## src/rtl/core/assert_macros.svh

```systemverilog
// Assertion macros shared by the sampler RTL.
// Depends on nothing; included inside module bodies.
`ifndef ASSERT_MACROS_SVH
`define ASSERT_MACROS_SVH

// Check an implication on every clock edge outside reset.
`define ASSERT_IMPL(label, clk, rstn, ante, cons) \
  label: assert property (@(posedge clk) disable iff (!rstn) (ante) |-> (cons)) \
    else $error("assertion failed");

// Check a condition in the cycle after a trigger.
`define ASSERT_NEXT(label, clk, rstn, ante, cons) \
  label: assert property (@(posedge clk) disable iff (!rstn) (ante) |=> (cons)) \
    else $error("assertion failed");

`endif

```

## src/rtl/core/kccs_pkg.sv

```systemverilog
// Types and constants for the keyframe color curve sampler.
// No dependencies.
package kccs_pkg;

  localparam logic [1:0] CMD_LOAD    = 2'd0;
  localparam logic [1:0] CMD_RESTART = 2'd1;
  localparam logic [1:0] CMD_SAMPLE  = 2'd2;

  localparam logic REG_KEYS_IN_USE = 1'b0;
  localparam logic REG_GLOBAL_GAIN = 1'b1;
  localparam int   CFG_IDX_BITS    = 1;
  localparam int   CFG_DATA_BITS   = 16;

  localparam logic [15:0] GAIN_RESET = 16'd256;
  localparam int   FIELD_TIME_BITS = 32;

  typedef struct packed {
    logic [1:0]  cmd;
    logic [3:0]  key_index;
    logic [31:0] key_time;
    logic [15:0] key_red;
    logic [15:0] key_green;
    logic [15:0] key_blue;
    logic [15:0] key_alpha;
    logic [31:0] now_time;
  } in_item_t;

  typedef struct packed {
    logic [15:0] out_red;
    logic [15:0] out_green;
    logic [15:0] out_blue;
    logic [15:0] out_alpha;
    logic        time_fault;
  } out_item_t;

endpackage

```

## src/rtl/core/kccs_front.sv

```systemverilog
// Front end: accepts items, performs loads and restarts, queues samples.
// Depends on kccs_pkg.
module kccs_front #(
  parameter int MaxKeys  = 16,
  parameter int TimeBits = 32
) (
  input  logic                clk_i,
  input  logic                rst_ni,
  input  kccs_pkg::in_item_t  in_i,
  input  logic                in_valid_i,
  output logic                in_stall_o,
  // back end is working on a sample
  input  logic                back_busy_i,
  // key table write port to back end
  output logic                kwr_en_o,
  output logic [$clog2(MaxKeys)-1:0] kwr_idx_o,
  output logic [TimeBits-1:0] kwr_time_o,
  output logic [63:0]         kwr_val_o,
  // sample queue toward back end
  output logic                q_valid_o,
  input  logic                q_pop_i,
  output logic [TimeBits-1:0] q_elapsed_o
);
  import kccs_pkg::*;

  localparam int IdxBits = $clog2(MaxKeys);
  localparam int QDepth  = 2;

  logic [TimeBits-1:0] start_q, start_d;
  logic [TimeBits-1:0] qmem_q [QDepth];
  logic                wp_q, rp_q;
  logic [1:0]          cnt_q;
  logic                acc, push;
  logic [TimeBits-1:0] now_t, slot_t;

  assign now_t  = TimeBits'(in_i.now_time);
  assign slot_t = TimeBits'(in_i.key_time);
  // hold a load until every earlier sample has left the back end
  assign in_stall_o = (cnt_q == 2'(QDepth)) ||
                      ((in_i.cmd == CMD_LOAD) && ((cnt_q != 2'd0) || back_busy_i));
  assign acc  = in_valid_i && !in_stall_o;
  assign push = acc && (in_i.cmd == CMD_SAMPLE);

  // write key table on load; slots beyond the table are dropped
  assign kwr_en_o   = acc && (in_i.cmd == CMD_LOAD) && (32'(in_i.key_index) < MaxKeys);
  assign kwr_idx_o  = IdxBits'(in_i.key_index);
  assign kwr_time_o = slot_t;
  assign kwr_val_o  = {in_i.key_alpha, in_i.key_blue, in_i.key_green, in_i.key_red};

  always_comb begin
    start_d = start_q;
    if (acc && in_i.cmd == CMD_RESTART) start_d = now_t;
  end

  always_ff @(posedge clk_i or negedge rst_ni) begin
    if (!rst_ni) begin
      start_q <= '0;
      wp_q    <= 1'b0;
      rp_q    <= 1'b0;
      cnt_q   <= '0;
    end else begin
      start_q <= start_d;
      if (push) wp_q <= ~wp_q;
      if (q_pop_i) rp_q <= ~rp_q;
      cnt_q <= cnt_q + 2'(push) - 2'(q_pop_i);
    end
  end

  // queue holds elapsed time of each pending sample
  always_ff @(posedge clk_i) begin
    if (push) qmem_q[wp_q] <= now_t - start_q;
  end

  assign q_valid_o   = (cnt_q != 2'd0);
  assign q_elapsed_o = qmem_q[rp_q];

  `include "assert_macros.svh"
  `ASSERT_IMPL(a_no_pop_empty, clk_i, rst_ni, q_pop_i, cnt_q != 2'd0)
  `ASSERT_IMPL(a_cnt_bound, clk_i, rst_ni, 1'b1, cnt_q <= 2'(QDepth))
  `ASSERT_NEXT(a_restart_latch, clk_i, rst_ni, acc && in_i.cmd == CMD_RESTART,
    start_q == $past(now_t))
endmodule

```

## config.mk

```make
export PLATFORM = sky130hd
export DESIGN_NAME = kccs_front
export DESIGN_NICKNAME = d
export VERILOG_FILES = /design/src/rtl/core/kccs_pkg.sv /design/src/rtl/core/kccs_front.sv
export VERILOG_INCLUDE_DIRS = /design/src /design/src/rtl/core
export SDC_FILE = /design/constraint.sdc
export NUM_CORES = 1
export LEC_CHECK = 0
export ABC_CLOCK_PERIOD_IN_PS = 3700
export BUFFER_PORTS_ARGS = -buffer_cell sky130_fd_sc_hd__buf_2
export CAP_MARGIN = 20
export CORE_MARGIN = 4
export CORE_UTILIZATION = 52
export CTS_CLUSTER_SIZE = 8
export DETAILED_ROUTE_END_ITERATION = 8
export PLACE_DENSITY = 0.95
export REMOVE_ABC_BUFFERS = 1
export SETUP_SLACK_MARGIN = 0.2
export SYNTH_ARGS = -nofsm -noshare
export SYNTH_HDL_FRONTEND = slang
export SYNTH_SLANG_ARGS = --single-unit
export TNS_END_PERCENT = 100
```

## constraint.sdc

```tcl
create_clock -name clk_i -period 3.7 [get_ports clk_i]
set_input_delay 1.11 -clock clk_i [delete_from_list [all_inputs] [get_ports clk_i]]
set_output_delay 1.11 -clock clk_i [all_outputs]
set_load 0.005 [all_outputs]
```

### After elaboration in Yosys (flattened, before gate mapping)

Memories as Yosys holds them, arrays and structs flattened.
Cells that the tools add are included.

| word-level totals | value |
|---|---|
| register bits after elaboration | 36 |
| memory bits (writable) | 64 |
| input bits | 139 |
| output and inout port bits | 135 |
| word-level logic and storage cells | 25 |
| memories | 1 |

| operators by class | value |
|---|---|
| add/subtract/negate cells | 3 |
| equal/unequal tests | 3 |
| mux-type cells | 2 |
| bitwise gates (word level) | 2 |
| reduce and logical (&&, ||, !) cells | 10 |

Memories:

| memory | words | width | read ports | clocked after memory_dff | wr ports | RTL line | text |
|---|---|---|---|---|---|---|---|
| qmem_q | 2 | 32 | 1 | 0 | 1 | kccs_front.sv:30 | `logic [TimeBits-1:0] qmem_q [QDepth];` |

Operators by type and width:

| operator | count |
|---|---|
| $sub 32x32->32 | 1 |
| $logic_and 1x1->1 | 5 |
| $eq 2x2->1 const B | 2 |
| $add 2x1->2 | 1 |
| $eq 2x1->1 const B | 1 |
| $logic_not 2->1 | 1 |
| $logic_or 1x1->1 | 2 |
| $mux 1 | 2 |
| $not 1->1 | 2 |
| $reduce_bool 2->1 | 1 |
| $sub 2x1->2 | 1 |
| $logic_not 1->1 | 1 |

### Logic depth before layout (Yosys ltp)

Gate-level depths: netlist (run 1).

| logic depth | value |
|---|---|
| word-level depth | 9 |
| gate-level depth with buffers | 10 |
| depth with buffers taken out | 10 |

### Worst setup path before layout (run 1)

Ideal clock, no wire load.

| path | value |
|---|---|
| path kind | input-to-reg |
| start point | in in_i[0] (netlist bit) |
| end point | mem qmem_q[0][28] (data pin) |
| library setup time | 0.197 ns |
| arrival time | 2.991 ns |
| data required time | 3.503 ns |
| slack | 0.512 ns |
| stages | 10 |
| path buffers | 0 |
| path through | inv_1 -> ha_1 -> fa_1 -> nor2b_1 -> o2111ai_1 -> a21bo_1 -> a21boi_2 -> a31oi_1 -> nand2b_2 -> o311ai_1 |

| between the ends | value |
|---|---|
| word-level cells in the longest chain between the ends | 1 |

RTL lines:

| what | RTL line | text |
|---|---|---|
| start, declared | kccs_front.sv:9 | `input kccs_pkg::in_item_t in_i,` |
| $sub 32x32->32 | kccs_front.sv:71 | `if (push) qmem_q[wp_q] <= now_t - start_q;` |
| end, declared | kccs_front.sv:30 |  |

Every way passes these cells.

### Worst setup path after layout (run 1)

| path | value |
|---|---|
| start point | in in_i[0] (netlist bit) |
| end point | mem qmem_q[1][28] (data pin) |

The elaborated chain is that of the path after synthesis.

==> results of run 1 <==
sequential cells by signal, indices dropped and copies added (netlist names):
signal	flops
qmem_q	64
rp_q	1
wp_q	1
start_q	32
cnt_q	2
cells in the final DEF (no fill, tap or decap), types with 17 or more instances in the layout:
master    synthesis  final
inv_1            46     46
dfrtp_1          36     36
nor2_1           19     17
a21oi_1          30     30
xnor2_1          19     19
edfxtp_1         64     64
mux2_2           62     62
buf_2             3     73
ha_1             33     33
nand2_1          18     18
worst max-delay path, stage by stage:
cell and delay [ns]:
buf_2 0.08, inv_1 0.04, ha_1 0.22, fa_1 0.41, nor2b_1 0.20, o2111ai_1 0.21, a21bo_1 0.27, a21boi_2 0.18
a31oi_1 0.13, nand2b_2 0.22, o311ai_1 0.33
power breakdown:
part	total (mW)	switching [mW]	internal, mW	leakage (nW)
Clock	0.973	0.439	0.534	0.144
Combinational	2.81	1.61	1.20	1.57
Sequential	1.86	0.142	1.72	1.01
Total	5.64	2.19	3.45	2.72
final cells by class:
| class | instances | area, um2 |
|---|---|---|
| flip-flops and latches | 100 | 2823 |
| multi-input cells | 312 | 2534 |
| repair buffers | 77 | 395.4 |
| well taps | 147 | 183.9 |
| inverters | 47 | 176.4 |
| clock inverters | 7 | 80.08 |
| fillers | 977 | 5544 |
| clock buffers | 9 | 225.2 |
per-stage QoR:
step	area (um2)	std cells	setup WS (ns)
6_report	6417	699	0.4440
5_1_grt	6417	699	0.2373
4_1_cts	6417	699	0.5036
3_5_place_dp	6112	683	0.1469
3_3_place_gp	6112	683	0.2736
2_1_floorplan	5528	459	0.5176
per-layer routing:
| metal | vias to the layer above | part of all wire [%] | wire length [um] |
|---|---|---|---|
| li1 | 1883 | - | - |
| met1 | 2024 | 25 | 6144 |
| met2 | 394 | 44 | 10870 |
| met3 | 62 | 24 | 5932 |
| met4 | 6 | 5.6 | 1366 |
| met5 | - | 1.0 | 245 |
cell families after synthesis:
family / Yosys count / synth area share (%)
mux: 62 / 11.01
xor+xnor: 29 / 4.005
buf+inv: 163 / 15.62
simple gates: 79 / 6.530
fa+ha+maj: 34 / 6.826
compound gates: 108 / 11.50
flops: 100 / 44.51
path summary, 6_finish.rpt:
path / slack (ns) / start / cells after the start / end
max: 0.44 / in_i[0] / 11 / qmem_q[1][28]
min: 0.51 / start_q[25] / 1 / start_q[25]
max reg2reg: 0.94 / start_q[0] / 9 / qmem_q[1][28]
min reg2reg: 0.51 / start_q[25] / 1 / start_q[25]
max in group asynchronous: 2.26 / rst_ni / 1 / start_q[5]
min in group asynchronous: 0.87 / rst_ni / 1 / start_q[31]
==> results by group, run 1 <==
Outcome
  • Status: completed

Synth
  • Ys async rst share: 36.00%
  • Cell Area, Synth: 6342 um2
  • FF+latch count, synth: 100
  • Ys flop type: edfxtp_1
  • Mapped Cells: 575
  • Share of the synthesized area in the top cell type: 30.30%
  • Number of synthesized flops with an enable pin: 64
  • Top post-synthesis cells by count: buf_4, edfxtp_1, mux2_2
  • Top-count cell post-synth: buf_4
  • Synthesis Warnings: 0
  • Cell taking the most area after synthesis: edfxtp_1
  • Library cells used by synthesis: 58
  • Mean Syn Cell Area: 11.03 um2
  • Register area share after synthesis: 44.51%
  • Top post-synthesis cells by area: edfxtp_1, dfrtp_1, buf_4

STA
  • Rel. slew slack: 41.34%
  • RSZ-0062 raised after global routing: false
  • Final Hold Fails: 0
  • Worst Tran Pin Value: 0.8799 ns
  • Clk_skew: 0.01024 ns
  • Hold WS: 0.5059 ns
  • Final setup fails: 0
  • Setup TNS: 0 ns
  • Min Tclk post-route: 3.256 ns
  • F_max: 0.3071 GHz
  • Pins Over Slew Limit: 0
  • Fin crit share: 88.00%

Global routing
  • Number of global-route vias before repair: 4240
  • Global route overflow: 0
  • Antenna violations before repair: 0
  • Met3 Usage GRT: 37.42%
  • Top Usage Layer GRT: met2
  • Largest net degree at the start of global routing: 37
  • First-pass GRT wire length: 33700 um
  • GRT met2 Usage: 52.70%
  • GR Util All Layers: 34.82%
  • Grt met1 use: 27.27%

Pwr
  • LEAKAGE: 2.724 nW
  • Maximum VDD drop: 619.8 uV
  • Cell area power density: 879.6 nW/um2
  • Pwr Total: 5.645 mW

Cells and area
  • N_diodes: 0
  • Post-layout util: 53.65%
  • NumNets Final: 720
  • Share of cells above drive strength 1: 30.43%
  • Area grow syn2layout: 1.184%

Critical path
  • CP endpoint kind: register
  • Max Fanout on Critical Path: 3
  • Arrival time at the worst endpoint: 3.39 ns
  • Critical Path RT: 3.84 ns
  • Critical path class: input pin to register
  • Crit start category: input pin

Drt
  • DR WL/cell: 35.14 um
  • DRC: 0
  • Drt pass-1 iters: 6
  • Number of nets with antenna violations after routing: 0
  • Drt total wl: 24560 um
  • Initial DRC count: 415
  • Vias: 4369
  • Drt via density: 6.250

Job
  • MaxCap Viol Count: 0

Placed design
  • Port bufs: 73
  • Hpwl dp: 21190 um
  • Routability Congestion: 0.9832

Floorplan
  • Num ports: 274
  • Die X: 118.4 um
  • Total core area: 11960 um2
  • Row count: 40
  • Die Footprint: 14030 um2
  • Die Span Y: 118.4 um
  • Initial Util: 53.02%

Clock tree
  • Post-CTS Resized: 0
  • Max Root-Sink Buffers: 2
  • Hold_buf cts: 0
  • Num CTS Buffers: 9
  • Post-CTS Setup Repair Bufs: 0
  • Clk_lat worst skew: 0.35 ns
  • CTS sink cnt: 100
  • CTS tree: built
  • Root Driver: clkbuf_16
  • Clock edge transition at the registers on the reported setup and hold paths: 0.07 ns
  • Htree depth: 3

Min path
  • Worst hold-check path type: register to register
Note: power is estimated with default switching activity, not from simulation.
==> run 2, diff against run 1 <==
--- a/config.mk
+++ b/config.mk
@@ -6,11 +6,12 @@
 export SDC_FILE = /design/constraint.sdc
 export NUM_CORES = 1
 export LEC_CHECK = 0
+export ABC_AREA = 1
 export ABC_CLOCK_PERIOD_IN_PS = 3700
 export BUFFER_PORTS_ARGS = -buffer_cell sky130_fd_sc_hd__buf_2
 export CAP_MARGIN = 20
 export CORE_MARGIN = 4
-export CORE_UTILIZATION = 52
+export CORE_UTILIZATION = 54
 export CTS_CLUSTER_SIZE = 8
 export DETAILED_ROUTE_END_ITERATION = 8
 export PLACE_DENSITY = 0.95
==> run 2 against run 1 <==
Maximum frequency rose by 9.6%; count of clock-buffer cells in the layout is 1 higher; hold slack improved by 0.0030 ns; register-to-register slack better by 0.62 ns; via count is 28% higher; cell count rose by 46%; largest power group unchanged.
==> results by group, run 2 <==
Placed design
  • Port bufs: 73 (unchanged)
  • Hpwl dp: 23410 um (was 21190 um)
  • Routability Congestion: 0.9776 (was 0.9832)
  • Pre-CTS setup slack: 0.7316 ns (was 0.1469 ns)

Critical path
  • Critical Path RT: 2.59 ns (was 3.84 ns)
  • Max Fanout on Critical Path: 3 (unchanged)
  • FF-to-FF End: qmem_q[1][14] (was qmem_q[1][28])
  • Worst setup path start: in_i[132] (was in_i[0])
  • Reg-to-Reg Start: start_q[0] (unchanged)
  • Crit start category: input pin (unchanged)
  • Worst r2r path cells: 8 (was 9)
  • CP endpoint kind: output pin (was register)
  • Arrival time at the worst endpoint: 1.86 ns (was 3.39 ns)
  • R2R setup slack: 1.56 ns (was 0.94 ns)
  • Worst setup path endpoint: kwr_en_o (was qmem_q[1][28])
  • Critical path class: input pin to output pin (was input pin to register)

Cells and area
  • N_diodes: 0 (unchanged)
  • NumNets Final: 1014 (was 720)
  • Share of cells above drive strength 1: 22.58% (was 30.43%)
  • Largest Register: qmem_q (unchanged)
  • Post-layout util: 56.42% (was 53.65%)
  • Most common cell after layout, fill and taps aside: nand2_1 (was buf_2)
  • Largest regs: qmem_q (64), start_q (32), cnt_q (2) (unchanged)
  • Area grow syn2layout: 1.212% (was 1.184%)
  • Max reg flops: 64 (unchanged)
  • Most frequent cells in the layout: nand2_1, inv_1, buf_2 (was buf_2, edfxtp_1, mux2_2)

Pwr
  • Cell area power density: 803.9 nW/um2 (was 879.6 nW/um2)
  • LEAKAGE: 3.776 nW (was 2.724 nW)
  • Maximum VDD drop: 356.1 uV (was 619.8 uV)

Global routing
  • First-pass GRT wire length: 37540 um (was 33700 um)
  • Number of global-route vias before repair: 5243 (was 4240)
  • Global route overflow: 0 (unchanged)
  • Largest net degree at the start of global routing: 47 (was 37)
  • Antenna violations before repair: 0 (unchanged)
  • GR Util All Layers: 36.43% (was 34.82%)

Drt
  • Top Layer Used: met5 (unchanged)
  • Number of nets with antenna violations after routing: 0 (unchanged)
  • DR WL/cell: 26.83 um (was 35.14 um)
  • Drt pass-1 iters: 5 (was 6)
  • Initial DRC count: 483 (was 415)
  • Drt total wl: 27310 um (was 24560 um)
  • Met3 routed WL: 6027 um (was 5932 um)
  • Drt via density: 5.485 (was 6.250)
  • Vias: 5584 (was 4369)
  • Wire length on met1: 7443 um (was 6144 um)
  • DRC: 0 (unchanged)
  • Routed met2 length: 11890 um (was 10870 um)

STA
  • Rel. slew slack: 41.85% (was 41.34%)
  • F_max: 0.3366 GHz (was 0.3071 GHz)
  • Setup ws final: 0.7287 ns (was 0.4440 ns)
  • Hold WS: 0.5088 ns (was 0.5059 ns)
  • Final setup fails: 0 (unchanged)
  • Min Tclk post-route: 2.971 ns (was 3.256 ns)
  • Pins Over Slew Limit: 0 (unchanged)
  • Setup TNS: 0 ns (unchanged)
  • Fin crit share: 80.31% (was 88.00%)
  • Final Hold Fails: 0 (unchanged)
  • RSZ-0062 raised after global routing: false (unchanged)
  • Worst Tran Pin Value: 0.8723 ns (was 0.8799 ns)
  • Clk_skew: 0.009411 ns (was 0.01024 ns)

Floorplan
  • Total core area: 12770 um2 (was 11960 um2)
  • Die X: 122.8 um (was 118.4 um)
  • Die Span Y: 122.8 um (was 118.4 um)
  • Die Footprint: 15090 um2 (was 14030 um2)
  • Initial Util: 55.74% (was 53.02%)
  • Num ports: 274 (unchanged)
  • Row count: 41 (was 40)

Clock tree
  • Max Root-Sink Buffers: 2 (unchanged)
  • Num CTS Buffers: 9 (unchanged)
  • Htree depth: 3 (unchanged)
  • Hold_buf cts: 0 (unchanged)
  • Post-CTS Resized: 0 (unchanged)
  • Clock edge transition at the registers on the reported setup and hold paths: 0.07 ns (about the same)
  • CTS sink cnt: 100 (unchanged)
  • Root Driver: clkbuf_16 (unchanged)
  • Clk_lat worst skew: 0.36 ns (was 0.35 ns)
  • CTS tree: built (unchanged)
  • Post-CTS Setup Repair Bufs: 0 (unchanged)

Outcome
  • Status: completed (unchanged)

Synth
  • Library cells used by synthesis: 29 (was 58)
  • Number of synthesized flops with an enable pin: 64 (unchanged)
  • Mapped Cells: 864 (was 575)
  • Mean Syn Cell Area: 8.241 um2 (was 11.03 um2)
  • Ys flop type: edfxtp_1 (unchanged)
  • Top-count cell post-synth: nand2_1 (was buf_4)
  • Share of the synthesized area in the top cell type: 26.99% (was 30.30%)
  • Ys async rst share: 36.00% (unchanged)
  • Top post-synthesis cells by count: nand2_1, inv_1, buf_4 (was buf_4, edfxtp_1, mux2_2)
  • FF+latch count, synth: 100 (unchanged)
  • Top post-synthesis cells by area: edfxtp_1, nand2_1, dfrtp_1 (was edfxtp_1, dfrtp_1, buf_4)
  • Register area share after synthesis: 39.64% (was 44.51%)
  • Cell taking the most area after synthesis: edfxtp_1 (unchanged)
  • Synthesis Warnings: 0 (unchanged)
  • Cell Area, Synth: 7121 um2 (was 6342 um2)

Min path
  • Worst hold-check path type: register to register (unchanged)
  • Worst hold path startpoint: start_q[31] (was start_q[25])

Job
  • MaxCap Viol Count: 0 (unchanged)
==> run 2: worst min path at each step <==
stage | end | slack (ns) | cells past startpoint
after global placement | start_q[0] | 0.47 | 2
after CTS | start_q[31] | 0.51 | 2
final | start_q[31] | 0.51 | 2
after detailed placement | start_q[31] | 0.49 | 2
after floorplan | start_q[0] | 0.46 | 2
after global routing | start_q[31] | 0.52 | 2
==> run 2: logic make-up (layout without fill, tap and decap cells) <==
family	Yosys count	in the layout	synth area share, %
simple gates	352	352	20.75
buf+inv	270	252	20.21
flops	100	100	39.64
compound gates	56	56	5.799
fa+ha+maj	34	34	6.080
mux	32	32	5.061
xor+xnor	20	20	2.460
==> run 2: layout make-up <==
| cell class | count | area (um2) |
|---|---|---|
| clock inverters | 6 | 61.31 |
| well taps | 172 | 215.2 |
| clock buffers | 10 | 239.0 |
| flip-flops and latches | 100 | 2823 |
| multi-input cells | 494 | 2864 |
| fillers | 1123 | 5567 |
| repair buffers | 77 | 407.9 |
| inverters | 159 | 596.8 |
==> run 2: per-layer routing <==
layer | vias up | track usage [%]
met5 | - | 15.97
met4 | 6 | 20.15
met3 | 87 | 33.55
met2 | 455 | 55.55
met1 | 2515 | 30.29
li1 | 2521 | -
==> run 2: through the flow <==
step	instance area (um2)	power, mW	instances
after floorplan	6279	3.859	753
after global placement	6907	4.627	1002
after detailed placement	6907	4.766	1002
after CTS	7207	5.734	1018
after global routing	7207	6.174	1018
final	7207	5.794	1018
==> run 2: critical path: stages <==
cell	delay, ns
buf_2	0.12
inv_1	0.09
nand2_1	0.08
o22ai_2	0.17
nor2_4	0.07
nand3_1	0.07
inv_1	0.03
buf_2	0.11
==> run 2: where the power goes <==
part	switching, mW	total, mW	internal, mW
Clock	0.472	0.969	0.497
Combinational	1.99	3.05	1.06
Sequential	0.0910	1.77	1.68
==> run 3, diff against run 2 <==
--- a/config.mk
+++ b/config.mk
@@ -7,14 +7,14 @@
 export NUM_CORES = 1
 export LEC_CHECK = 0
 export ABC_AREA = 1
-export ABC_CLOCK_PERIOD_IN_PS = 3700
+export ABC_CLOCK_PERIOD_IN_PS = 2450
 export BUFFER_PORTS_ARGS = -buffer_cell sky130_fd_sc_hd__buf_2
 export CAP_MARGIN = 20
 export CORE_MARGIN = 4
-export CORE_UTILIZATION = 54
+export CORE_UTILIZATION = 45
 export CTS_CLUSTER_SIZE = 8
 export DETAILED_ROUTE_END_ITERATION = 8
-export PLACE_DENSITY = 0.95
+export PLACE_DENSITY = 0.88
 export REMOVE_ABC_BUFFERS = 1
 export SETUP_SLACK_MARGIN = 0.2
 export SYNTH_ARGS = -nofsm -noshare
==> constraint.sdc (replaced) <==
create_clock -name clk_i -period 2.45 [get_ports clk_i]
set_input_delay 0.735 -clock clk_i [delete_from_list [all_inputs] [get_ports clk_i]]
set_output_delay 0.735 -clock clk_i [all_outputs]
set_load 0.005 [all_outputs]
==> run 3 against run 2 <==
Die area rose by 19%; count of clock-buffer cells in the layout down 1; utilization shrank 8.2 points; hold slack got worse by 0.020 ns; critical endpoint is now q_elapsed_o[28]; highest routed layer unchanged.
==> results by group, run 3 (synthesis gave the netlist of run 2 again) <==
Outcome
  • Status: completed (unchanged)

Placed design
  • Placed Area: 7078 um2 (was 6907 um2)
  • Port bufs: 73 (unchanged)
  • Pre-CTS setup slack: -0.04826 ns (was 0.7316 ns)
  • Hpwl dp: 23080 um (was 23410 um)
  • Routability Congestion: 0.9622 (was 0.9776)
  • Placed Cells: 1054 (was 1002)

Drt
  • Initial DRC count: 356 (was 483)
  • DR WL/cell: 24.74 um (was 26.83 um)
  • Drt pass-1 iters: 5 (unchanged)
  • Drt via density: 4.964 (was 5.485)
  • Vias: 5311 (was 5584)
  • DRC: 0 (unchanged)
  • Drt total wl: 26480 um (was 27310 um)
  • Number of nets with antenna violations after routing: 0 (unchanged)

Critical path
  • Worst path slowest cell: dfrtp_1 (was o22ai_2)
  • R2R setup slack: 0.43 ns (was 1.56 ns)
  • FF-to-FF End: qmem_q[1][25] (was qmem_q[1][14])
  • Critical path class: register to output pin (was input pin to output pin)
  • CP endpoint kind: output pin (unchanged)
  • Worst r2r path cells: 12 (was 8)
  • Max Fanout on Critical Path: 26 (was 3)
  • Critical Path RT: 1.71 ns (was 2.59 ns)
  • WP depth: 3 (was 8)
  • Crit path max-delay family: flip-flops (was buffers and inverters)
  • CP Buf/Inv Count: 2 (was 4)
  • Reg-to-Reg Start: start_q[7] (was start_q[0])
  • Crit start category: register (was input pin)
  • Slowest cell delay on critical path: 0.40 ns (was 0.17 ns)
  • Cell Chain, Critical Path: buf_12 > mux2_2 > buf_2 (was buf_2 > inv_1 > nand2_1 > o22ai_2 > nor2_4 > nand3_1 > inv_1 > buf_2)
  • Worst setup path start: rp_q (was in_i[132])
  • Arrival time at the worst endpoint: 1.45 ns (was 1.86 ns)

Cells and area
  • Most frequent cells in the layout: nand2_1, inv_1, buf_2 (unchanged)
  • Final Cell Area: 7405 um2 (was 7207 um2)
  • Post-layout util: 48.17% (was 56.42%)
  • NumNets Final: 1027 (was 1014)
  • Non-filler cells, final: 1070 (was 1018)
  • Largest Register: qmem_q (unchanged)
  • Most common cell after layout, fill and taps aside: nand2_1 (unchanged)
  • Max reg flops: 64 (unchanged)
  • Share of cells above drive strength 1: 24.10% (was 22.58%)
  • N_diodes: 0 (unchanged)
  • Area grow syn2layout: 3.989% (was 1.212%)
  • Largest regs: qmem_q (64), start_q (32), cnt_q (2) (unchanged)
  • Fillers: 1426 (was 1123)

Clock tree
  • Clk_lat worst skew: 0.35 ns (was 0.36 ns)
  • Clock edge transition at the registers on the reported setup and hold paths: 0.07 ns (about the same)
  • Hold_buf cts: 0 (unchanged)
  • CTS tree: built (unchanged)
  • CTS sink cnt: 100 (unchanged)
  • Post-CTS Setup Repair Bufs: 0 (unchanged)
  • Root Driver: clkbuf_16 (unchanged)
  • Max Root-Sink Buffers: 2 (unchanged)
  • Htree depth: 3 (unchanged)
  • Num CTS Buffers: 9 (unchanged)

STA
  • Final setup fails: 0 (unchanged)
  • Setup TNS: 0 ns (unchanged)
  • Setup ws final: 0.2639 ns (was 0.7287 ns)
  • Final Hold Fails: 0 (unchanged)
  • Min Tclk post-route: 2.186 ns
  • F_max: 0.4574 GHz
  • Worst Tran Pin Value: 0.8614 ns (was 0.8723 ns)
  • Pins Over Slew Limit: 0 (unchanged)
  • RSZ-0062 raised after global routing: false (unchanged)
  • Clk_skew: 0.01299 ns (was 0.009411 ns)
  • Fin crit share: 89.23%
  • Rel. slew slack: 42.57% (was 41.85%)
  • Hold WS: 0.4893 ns (was 0.5088 ns)

Global routing
  • Number of global-route vias before repair: 4975 (was 5243)
  • Global route overflow: 0 (unchanged)
  • First-pass GRT wire length: 36710 um (was 37540 um)
  • Antenna violations before repair: 0 (unchanged)
  • Largest net degree at the start of global routing: 59 (was 47)
  • GR Util All Layers: 29.43% (was 36.43%)

Pwr
  • Maximum VDD drop: 439.5 uV (was 356.1 uV)
  • LEAKAGE: 3.849 nW (was 3.776 nW)
  • Pwr Total: 8.782 mW (was 5.794 mW)
  • Cell area power density: 1186 nW/um2 (was 803.9 nW/um2)

Floorplan
  • Total core area: 15370 um2 (was 12770 um2)
  • Die Footprint: 17900 um2 (was 15090 um2)
  • Initial Util: 46.32% (was 55.74%)
  • Die X: 133.8 um (was 122.8 um)
  • Row count: 45 (was 41)
  • Num ports: 274 (unchanged)
  • Die Span Y: 133.8 um (was 122.8 um)

Min path
  • Worst hold-check path type: input pin to async pin (was register to register)

Job
  • MaxCap Viol Count: 0 (unchanged)
==> run 3: cell count changes in the layout (fill, tap and decap cells not counted), sizes merged <==
cell,delta
inv,-1
buf,+13
bufinv,+1
clkbuf,-1
clkinv,+1
==> run 3: worst max path at each step <==
stage	endpoint
floorplan	qmem_q[0][0]
global placement	qmem_q[1][28]
detailed placement	qmem_q[1][28]
CTS	q_elapsed_o[28]
global route	kwr_en_o
finish	q_elapsed_o[28]
==> run 3: cell type report <==
class	instances	area, um2	area share (%)
Multi-Input combinational cell	494	2872	38.78
Sequential cell	100	2823	38.12
Clock inverter	7	81.33	1.098
Clock buffer	9	225.2	3.042
Inverter	159	596.8	8.060
Timing Repair Buffer	90	543.0	7.334
Tap cell	211	264.0	3.565
==> run 3: per-layer routing <==
layer	global-route usage, %	part of all wire, %
met4	10.06	3.6
met5	10.56	0.98
met3	34.73	25
met2	40.88	39
met1	26.03	31
==> run 3: report_power, final <==
part,switching [mW],internal (mW),total (mW)
clock,0.673,0.811,1.48
sequential,0.141,2.54,2.68
combinational,2.87,1.75,4.62
total,3.68,5.10,8.78
==> run 3: repair_timing <==
item | CTS | global route
endpoints found under the setup margin | 26 | 33
hold endpoints to repair | 0 | 0
pin swaps | 0 | 1
gates resized for setup | 1 | 6
gates cloned | 0 | 0
